`config.mk`:
```
export PLATFORM = sky130hd
export DESIGN_NAME = log_record_deframer_crc32c
export DESIGN_NICKNAME = d
export VERILOG_FILES = /design/src/hdl/lrd_pkg.sv /design/src/hdl/lrd_crc.sv /design/src/hdl/lrd_parser.sv /design/src/hdl/log_record_deframer_crc32c.sv
export SDC_FILE = /design/constraint.sdc
export NUM_CORES = 1
export LEC_CHECK = 0
export BUFFER_PORTS_ARGS = -buffer_cell sky130_fd_sc_hd__buf_2
export CAP_MARGIN = 5
export CORE_MARGIN = 2
export CORE_UTILIZATION = 30
export DETAILED_ROUTE_END_ITERATION = 16
export PLACE_DENSITY = 0.47
export SLEW_MARGIN = 30
export SYNTH_ARGS = -nofsm -noshare
export SYNTH_HDL_FRONTEND = slang
export SYNTH_SLANG_ARGS = --single-unit
```
`constraint.sdc`:
```
create_clock -name clk_i -period 4.78 [get_ports clk_i]
set_clock_uncertainty 0.15 [all_clocks]
set_input_delay 0.717 -clock clk_i [delete_from_list [all_inputs] [get_ports clk_i]]
set_output_delay 0.717 -clock clk_i [all_outputs]
set_load 0.005 [all_outputs]
```
`src/hdl/lrd_pkg.sv`:
```
// lrd_pkg: shared types and constants of the log record deframer
// used by lrd_crc, lrd_parser, the top level and the checker
`timescale 1ns / 1ps

package lrd_pkg;

  // header: checksum word, type word, length word
  localparam int unsigned HeaderBytes = 4 * 3;
  localparam int unsigned HdrCntW     = 4;
  localparam logic [31:0] Crc32cPoly  = 32'h82F6_3B78;
  localparam logic [31:0] CrcInit     = 32'hFFFF_FFFF;

  // configuration register indexes
  localparam logic CfgExpectedType = 1'b0;
  localparam logic CfgMaxRecordLen = 1'b1;

  typedef enum logic [2:0] {
    StNone     = 3'd0,
    StOk       = 3'd1,
    StBadType  = 3'd2,
    StCsumErr  = 3'd3,
    StEof      = 3'd4,
    StTooLong  = 3'd5
  } status_e;

  // one result word from the parser
  typedef struct packed {
    logic       valid;
    logic [7:0] out_byte;
    logic       byte_valid;
    status_e    status;
    logic       record_end;
  } result_t;

endpackage

```
`src/hdl/lrd_crc.sv`:
```
// lrd_crc: one-byte update of a reflected crc-32c register
// depends on lrd_pkg for the polynomial
`timescale 1ns / 1ps

module lrd_crc import lrd_pkg::*; (
  input  logic [31:0] crc_i,
  input  logic [7:0]  byte_i,
  output logic [31:0] crc_o
);

  always_comb begin
    logic [31:0] c;
    c = crc_i ^ {24'h0, byte_i};
    for (int i = 0; i < 8; i++) begin
      if (c[0]) begin
        c = (c >> 1) ^ Crc32cPoly;
      end else begin
        c = c >> 1;
      end
    end
    crc_o = c;
  end

endmodule

```
`src/hdl/lrd_parser.sv`:
```
// lrd_parser: header parse, payload crc and record status for one word per step
// depends on lrd_pkg and lrd_crc
`timescale 1ns / 1ps

module lrd_parser import lrd_pkg::*; (
  input  logic          clk_i,
  input  logic          rst_ni,
  input  logic          step_i,
  input  logic [7:0]    in_byte_i,
  input  logic          end_of_file_i,
  input  logic [31:0]   expected_type_i,
  input  logic [30:0]   max_record_length_i,
  output result_t       res_o
);

  typedef enum logic [1:0] {
    PhHeader  = 2'd0,
    PhPayload = 2'd1,
    PhHalt    = 2'd2
  } phase_e;

  phase_e             phase_q, phase_d;
  logic [HdrCntW-1:0] hdr_cnt_q, hdr_cnt_d;
  logic [31:0]        shift_q, shift_d;
  logic [31:0]        csum_q, csum_d;
  logic [30:0]        remain_q, remain_d;
  logic [31:0]        crc_q, crc_d;
  logic               mismatch_q, mismatch_d;

  logic [31:0]        shift_nx;
  logic [HdrCntW-1:0] cnt_nx;
  logic [31:0]        crc_nx;
  logic [30:0]        remain_nx;

  lrd_crc u_crc (
    .crc_i  (crc_q),
    .byte_i (in_byte_i),
    .crc_o  (crc_nx)
  );

  assign shift_nx  = {in_byte_i, shift_q[31:8]};
  assign cnt_nx    = hdr_cnt_q + HdrCntW'(1);
  assign remain_nx = remain_q - 31'd1;

  always_comb begin
    phase_d    = phase_q;
    hdr_cnt_d  = hdr_cnt_q;
    shift_d    = shift_q;
    csum_d     = csum_q;
    remain_d   = remain_q;
    crc_d      = crc_q;
    mismatch_d = mismatch_q;
    res_o      = '{valid: 1'b0, out_byte: 8'h00, byte_valid: 1'b0,
                   status: StNone, record_end: 1'b0};

    if (phase_q == PhHeader || phase_q == PhPayload) begin
      if (end_of_file_i) begin
        phase_d    = PhHeader;
        hdr_cnt_d  = '0;
        shift_d    = '0;
        mismatch_d = 1'b0;
        crc_d      = CrcInit;
        remain_d   = '0;
        res_o.valid      = 1'b1;
        res_o.status     = StEof;
        res_o.record_end = 1'b1;
      end else if (phase_q == PhHeader) begin
        shift_d   = shift_nx;
        hdr_cnt_d = cnt_nx;
        if (cnt_nx == HdrCntW'(4)) begin
          csum_d = shift_nx;
        end else if (cnt_nx == HdrCntW'(8)) begin
          mismatch_d = (shift_nx != expected_type_i);
        end else if (cnt_nx == HdrCntW'(HeaderBytes)) begin
          hdr_cnt_d = '0;
          shift_d   = '0;
          if (mismatch_q) begin
            phase_d          = PhHalt;
            res_o.valid      = 1'b1;
            res_o.status     = StBadType;
            res_o.record_end = 1'b1;
          end else if (shift_nx[31] || (shift_nx[30:0] > max_record_length_i)) begin
            phase_d          = PhHalt;
            res_o.valid      = 1'b1;
            res_o.status     = StTooLong;
            res_o.record_end = 1'b1;
          end else if (shift_nx[30:0] == '0) begin
            // empty payload: crc of no bytes is zero
            crc_d            = CrcInit;
            mismatch_d       = 1'b0;
            res_o.valid      = 1'b1;
            res_o.status     = (csum_q == 32'h0) ? StOk : StCsumErr;
            res_o.record_end = 1'b1;
          end else begin
            crc_d    = CrcInit;
            remain_d = shift_nx[30:0];
            phase_d  = PhPayload;
          end
        end
      end else begin
        crc_d            = crc_nx;
        remain_d         = remain_nx;
        res_o.valid      = 1'b1;
        res_o.out_byte   = in_byte_i;
        res_o.byte_valid = 1'b1;
        if (remain_nx == '0) begin
          phase_d          = PhHeader;
          hdr_cnt_d        = '0;
          shift_d          = '0;
          mismatch_d       = 1'b0;
          crc_d            = CrcInit;
          res_o.status     = (~crc_nx == csum_q) ? StOk : StCsumErr;
          res_o.record_end = 1'b1;
        end
      end
    end
  end

  always_ff @(posedge clk_i or negedge rst_ni) begin
    if (!rst_ni) begin
      phase_q    <= PhHeader;
      hdr_cnt_q  <= '0;
      shift_q    <= '0;
      csum_q     <= '0;
      remain_q   <= '0;
      crc_q      <= CrcInit;
      mismatch_q <= 1'b0;
    end else if (step_i) begin
      phase_q    <= phase_d;
      hdr_cnt_q  <= hdr_cnt_d;
      shift_q    <= shift_d;
      csum_q     <= csum_d;
      remain_q   <= remain_d;
      crc_q      <= crc_d;
      mismatch_q <= mismatch_d;
    end
  end

endmodule

```
`src/hdl/log_record_deframer_crc32c.sv`:
```
// log_record_deframer_crc32c: top level with input register, parser and output register
// depends on lrd_pkg and lrd_parser
//
//   port group   dir   handshake               contents
//   in           in    in_valid_i/in_ready_o    in_byte_i, end_of_file_i
//   out          out   out_valid_o/out_ready_i  out_byte_o, byte_valid_o,
//                                               record_status_o, record_end_o
//   cfg          in    cfg_we_i                 cfg_index_i, cfg_wdata_i
//
// one word per cycle sustained; a word is registered in the input register, processed by the parser
// when the output slot is free or draining, and its result is registered in the output register
// the byte-wise crc update plus the header compare sit between the input and output
// registers and set the clock rate
// a stalled output holds the parser step, the input register then fills and
// drops in_ready_o; reset needs no clearing pass
`timescale 1ns / 1ps

module log_record_deframer_crc32c import lrd_pkg::*; (
  input  logic        clk_i,
  input  logic        rst_ni,
  input  logic        in_valid_i,
  output logic        in_ready_o,
  input  logic [7:0]  in_byte_i,
  input  logic        end_of_file_i,
  input  logic        cfg_we_i,
  input  logic        cfg_index_i,
  input  logic [31:0] cfg_wdata_i,
  output logic        out_valid_o,
  input  logic        out_ready_i,
  output logic [7:0]  out_byte_o,
  output logic        byte_valid_o,
  output logic [2:0]  record_status_o,
  output logic        record_end_o
);

  logic [31:0] exp_type_q;
  logic [30:0] max_len_q;

  logic        in_vq;
  logic [7:0]  in_byte_q;
  logic        in_eof_q;
  logic        out_vq;
  result_t     out_q;
  result_t     res;
  logic        adv;

  always_ff @(posedge clk_i or negedge rst_ni) begin
    if (!rst_ni) begin
      exp_type_q <= '0;
      max_len_q  <= 31'h7FFF_FFFF;
    end else if (cfg_we_i) begin
      case (cfg_index_i)
        CfgExpectedType: exp_type_q <= cfg_wdata_i;
        CfgMaxRecordLen: max_len_q  <= cfg_wdata_i[30:0];
        default: ;
      endcase
    end
  end

  // parser steps when a word waits and the output slot is free or draining
  assign adv        = in_vq && (!out_vq || out_ready_i);
  assign in_ready_o = !in_vq || adv;

  always_ff @(posedge clk_i or negedge rst_ni) begin
    if (!rst_ni) begin
      in_vq <= 1'b0;
    end else if (in_ready_o) begin
      in_vq <= in_valid_i;
    end
  end

  always_ff @(posedge clk_i) begin
    if (in_valid_i && in_ready_o) begin
      in_byte_q <= in_byte_i;
      in_eof_q  <= end_of_file_i;
    end
  end

  lrd_parser u_parser (
    .clk_i               (clk_i),
    .rst_ni              (rst_ni),
    .step_i              (adv),
    .in_byte_i           (in_byte_q),
    .end_of_file_i       (in_eof_q),
    .expected_type_i     (exp_type_q),
    .max_record_length_i (max_len_q),
    .res_o               (res)
  );

  always_ff @(posedge clk_i or negedge rst_ni) begin
    if (!rst_ni) begin
      out_vq <= 1'b0;
    end else if (adv && res.valid) begin
      out_vq <= 1'b1;
    end else if (out_ready_i) begin
      out_vq <= 1'b0;
    end
  end

  always_ff @(posedge clk_i) begin
    if (adv && res.valid) begin
      out_q <= res;
    end
  end

  assign out_valid_o     = out_vq;
  assign out_byte_o      = out_q.out_byte;
  assign byte_valid_o    = out_q.byte_valid;
  assign record_status_o = out_q.status;
  assign record_end_o    = out_q.record_end;

endmodule

```
== Word level (Yosys, flattened, before mapping) ==
Index checks and enable logic that the tools add are counted.
W data, S select, Z words.

* Output and inout port bits: 15
* Register bits: 221
* Input bits: 47
* Logic and storage cells: 149

* Bitwise logic cells: 13
* Multiplexer cells: 76
* Reductions and logical operators: 25
* Equality and inequality tests: 14
* $lt $le $gt $ge: 1
* $add $sub $neg: 2

{| class="wikitable"
|+ Operators with widths
! cell !! number
|-
| $mux W32 || 22
|-
| $mux W31 || 8
|-
| $not A16 Y17 || 8
|-
| $logic_not A31 Y1 || 2
|-
| $mux W4 || 15
|-
| $eq A32 B32 Y1 || 1
|-
| $logic_not A32 Y1 || 1
|-
| $ne A32 B32 Y1 || 1
|-
| $not A32 Y32 || 1
|-
| $xor A32 B8 Y32 || 1
|-
| $gt A31 B31 Y1 || 1
|-
| $sub A31 B1 Y31 const B || 1
|-
| $mux W2 || 11
|-
| $mux W9 || 2
|-
| $ne A3 B3 Y1 const B || 6
|-
| $mux W1 || 17
|-
| $mux W14 || 1
|-
| $reduce_and A7 Y1 || 2
|-
| $reduce_and A5 Y1 || 2
|-
| $eq A4 B4 Y1 const B || 2
|-
| $reduce_and A8 Y1 || 1
|-
| $ne A5 B4 Y1 const B || 1
|-
| $add A4 B1 Y4 const B || 1
|-
| $eq A4 B3 Y1 const B || 1
|-
| 13 further kinds || 22
|}

== Longest topological paths before layout ==
* Depth in word-level cells: 26
* Mapped depth: 13

== By module ==
From an unflattened synthesis, not the netlist that was laid out.

* Cell total of the unflattened synthesis: 1081
* Area, all modules: 12291.8 µm²

{| class="wikitable"
|+ Modules (own cells, without submodules)
! module !! area each (µm²) !! cells each !! times used !! seq. area each (µm²)
|-
| lrd_parser || 7843.8 || 846 || 1 || 3193.1
|-
| log_record_deframer_crc32c || 3326.9 || 167 || 1 || 2326.0
|-
| lrd_crc || 1121.1 || 68 || 1 || 0.0
|}

== Worst setup path after synthesis ==
OpenSTA, ideal clock, no wires.

* Path kind: reg2reg
* From: reg u_parser.remain_q[0]
* To: reg out_q, in the netlist record_status_o[1], data pin
* Clock period less this slack: 3144 ps
* Path slack: 1636 ps
* Stages on the path, launching flop included: 13
* Arrival: 2827 ps
* Cells stage by stage: dfrtp_1 > inv_1 > ha_1 > nor3b_2 > and4_1 > and3_1 > buf_2 > and3_1 > o21ai_1 > nor4_1 > o21ai_0 > a31o_1 > a211oi_1

* Word-level cells in the longest chain between the ends: 4

{| class="wikitable"
|+ Ends and longest elaborated chain
! item !! RTL line !! text
|-
| start, declared || lrd_parser.sv:26 || <nowiki>logic [30:0] remain_q, remain_d;</nowiki>
|-
| start signal, assigned || lrd_parser.sv:133 || <nowiki>remain_q <= remain_d;</nowiki>
|-
| $sub A31 B1 Y31 || lrd_parser.sv:43 || <nowiki>assign remain_nx = remain_q - 31'd1;</nowiki>
|-
| $logic_not A31 Y1 || lrd_parser.sv:106 || <nowiki>if (remain_nx == '0) begin</nowiki>
|-
| $mux W4 || lrd_parser.sv:106 ||
|-
| $mux W4 || lrd_parser.sv:67 || <nowiki>end else if (phase_q == PhHeader) begin</nowiki>
|-
| end signal, assigned || log_record_deframer_crc32c.sv:102 || <nowiki>out_q <= res;</nowiki>
|-
| end, declared || log_record_deframer_crc32c.sv:43 || <nowiki>result_t out_q;</nowiki>
|}

No other way between the ends.
A chain may end at the register's enable or synchronous reset.

== Worst setup path in the final report ==
* From: reg u_parser.remain_q[0]
* To: reg out_q, in the netlist record_status_o[0], data pin

Same word-level chain as after synthesis.

==> results.tsv <==
stage	metric	value	unit
run_status	status	complete, no violations	
global_route	grt_overflow_total	0	
cells_and_area	area_growth	16.49	%
floorplanning	dieArea	40910	µm²
clocking	clkSinkCount	213	
route	drtIter0Drc	669	
power	p_clk_frac	0.207	
timing	post-route-period-util	0.9366	
route	ant_nets	0	
yosys	async_reset_ff_frac	0.8967	
timing	tightest_slew	916.0	ps
cells_and_area	instances_no_fill	1651	
clocking	path_clk_slew	60	ps
floorplanning	start_util	0.3044	
power	power_frac_comb	0.510	
cells_and_area	final_util	0.3546	
critical_path	crit_required	4890	ps
worst_hold_path	hp-class	input pin to asynchronous set/reset pin	
yosys	yosysWarnings	0	
yosys	synth.distinct_cells	60	
critical_path	r2r_slack	300	ps
critical_path	timing.rr.start	u_parser.remain_q[0]	
timing	max_slew_margin	0.3879	
clocking	cts_buffer_depth	3	
route	post_drt_wl_per_cell	21.55	µm
critical_path	reg2reg_depth	10	
yosys	synth.most_common_cell	dfrtp_1	
floorplanning	die_w	202.3	µm
timing	hold-worst-slack	109.5	ps
critical_path	cp.arrival	4590	ps
yosys	yosysTopAreaCell	dfrtp_1	
place	portBuffers	61	
power	ir_worst_vdd	299.3	µV
critical_path	crit_path_frequent_cell	and3_1	
timing	slew_violations	0	
yosys	synth_edf_count	22	
yosys	syn_area	11790	µm²
critical_path	crit_cells	10	
floorplanning	num_rows	72	
power	power.density	708.1	nW/µm²
clocking	cts_buffers	26	
global_route	grt.total_usage	0.1767	
critical_path	slowest_stage	nor4_1	
timing	max_clock_freq	0.2234	GHz
power	leakage	0.005752	µW
cells_and_area	drive_above_1_share	0.2868	
timing	hold_viol_final	0	
critical_path	reg2reg_to	record_status_o[0]	
yosys	synthTopCellsByArea	dfrtp_1 (27%), dfstp_2 (14%), mux2_2 (9.2%)	
power	p_sw_frac	0.4095	
global_route	grt_first_pass_wirelength	55.58	mm
critical_path	crit_family	simple AND/OR/NAND/NOR gates	
timing	setup_violations	0	
critical_path	crit_path_start	u_parser.remain_q[0]	
clocking	hold_buffers	0	
global_route	antenna_found_initial	0	
place	dp_cells	1603	
floorplanning	core	38740	µm²
critical_path	critPathCapture	record_status_o[0]	
global_route	grt_max_degree	109	
power	p_sw	3983	µW
yosys	synth_top_cell_area_share	0.2716	
floorplanning	pin_count	62	
cells_and_area	diodes	0	
power	seqPwrFrac	0.283	
yosys	postSynthCellCount	1037	
critical_path	worst_setup_path_start_kind	flop	
yosys	synth_common_cells	dfrtp_1 (128), xnor2_1 (105), mux2_2 (96)	
yosys	ys_ff_latch	213	
clocking	postCtsSetupBuffers	0	
critical_path	crit_fanout	10	
yosys	avgSynthCellArea	11.37	µm²
critical_path	endpoint_kind	flop	
floorplanning	die_h	202.3	µm
clocking	ctsResizeCount	0	
critical_path	crit_chain	inv_1 > ha_1 > nor3b_2 > and4_1 > and3_1 > and3_1 > o21ai_1 > nor4_1 > o21ai_0 > a211oi_1	
critical_path	worstSetupPathType	flop to flop	
route	drc_errors	0	
clocking	cts_tree	built	
place	place_congestion	0.8047	
global_route	grt_pass1_vias	8771	
place	dp_hpwl	25.23	mm
clocking	clk_latency	550	ps
timing	tns	0	ps
yosys	synthFlopType	dfrtp_1	
flow_run	drv_cap	0	
power	intPower	5744	µW
route	drt-pass1-iter-count	5	
timing	rsz0062_at_grt	false	
route	viasPerCell	5.157	
cells_and_area	nets	1196	
timing	period_needed	4477	ps
clocking	cts-root-buf	clkbuf_16	
critical_path	cpPeakStageDelay	760	ps
clocking	h-tree-depth	1	
route	routed_wl	35.58	mm
critical_path	cp_num_buf_inv	1	
yosys	synthesis.nets	1119	
route	via_count	8514	
yosys	ys_seq_area_frac	0.4680	
power groups by stage:
stage	clock network [µW]	registers (µW)	logic, µW
CTS	2070	2750	4970
detailed placement	0	2780	4940
floorplan	0	2630	3750
finish	2020	2750	4960
global route	2140	2810	5430
global placement	0	2780	4960
worst reg2reg max path: stages, from the launching register on:
cell	delay [ps]
dfrtp_1	430
inv_1	100
ha_1	230
nor3b_2	580
and4_1	410
and3_1	340
and3_1	200
o21ai_1	80
nor4_1	760
o21ai_0	380
a211oi_1	560
routing by layer:
layer  part of all wire  track usage  vias to the layer above
met1               0.48       0.2557                     4291
met3              0.044      0.02564                       47
li1                   -            -                     3968
met5                  0            0                        -
met4              0.024      0.04223                        0
met2               0.45       0.2778                      208
flip-flops by register name (all words and copies together) (netlist names), 2 cells and up:
signal / flops
exp_type_q: 32
u_parser.crc_q: 32
u_parser.csum_q: 32
max_len_q: 31
u_parser.remain_q: 31
u_parser.shift_q: 24
in_byte_q: 8
out_byte_o: 8
u_parser.hdr_cnt_q: 4
record_status_o: 3
u_parser.phase_q: 2
kinds of logic after synthesis:
| group | Yosys count | share of synthesized area |
|---|---|---|
| adder cells (fa/ha/maj) | 35 | 0.03714 |
| AND/OR/NAND/NOR | 200 | 0.09305 |
| flip-flops | 213 | 0.4680 |
| XOR/XNOR | 157 | 0.1389 |
| multiplexers | 98 | 0.09337 |
| buffers and inverters | 97 | 0.03331 |
| AO/OA/AOI/OAI | 237 | 0.1362 |
worst min path at each step:
stage / to / slack, ps / cells past startpoint
2_1_floorplan: exp_type_q[0] / 270 / 0
3_3_place_gp: u_parser.hdr_cnt_q[3] / 340 / 2
3_5_place_dp: u_parser.hdr_cnt_q[3] / 340 / 2
4_1_cts: in_byte_q[7] / 170 / 1
5_1_grt: exp_type_q[27] / 160 / 1
6_report: exp_type_q[27] / 110 / 1
layout by cell type (no fill, tap or decap), drive strengths merged, types with 5 or more instances in the layout:
master  Yosys  final
dfrtp     128    128
xnor2     115    115
buf        18    101
mux2       96     96
o21ai      73     73
dfstp      63     63
inv        45     45
clkbuf     34     39
ha         35     35
nand2      34     34
xor2       33     33
nor4       31     31
nor2       30     30
o22a       30     30
a21oi      30     30
a22o       25     25
nand4      24     24
edfxtp     22     22
nor3       22     22
o31ai      19     19
a22oi      15     15
and2       12     12
nand3      10     10
a32oi      10     10
a21o        9      9
a31oi       8      8
nand2b      7      7
xnor3       7      7
or4         6      6
o21a        5      5
nor2b       5      5
clkinv      0      5
per-stage QoR:
stage          total power, µW  area [µm²]  setup WS, ps
2_1_floorplan             6383       11790          1636
3_3_place_gp              7742       12850         441.0
3_5_place_dp              7717       12850         382.7
4_1_cts                   9792       13730         352.8
5_1_grt                  10370       13740         181.2
6_report                  9727       13740         303.0
area by class of cell:
type | instances | area (µm²)
tap | 518 | 648.1
clock buffer | 39 | 769.5
clock inverter | 8 | 103.9
multi-input combinational | 727 | 5899
timing repair buffer | 101 | 628.1
inverter | 45 | 168.9
fill | 3933 | 25000
sequential | 213 | 5519
Power figures use the tool's default switching activity.
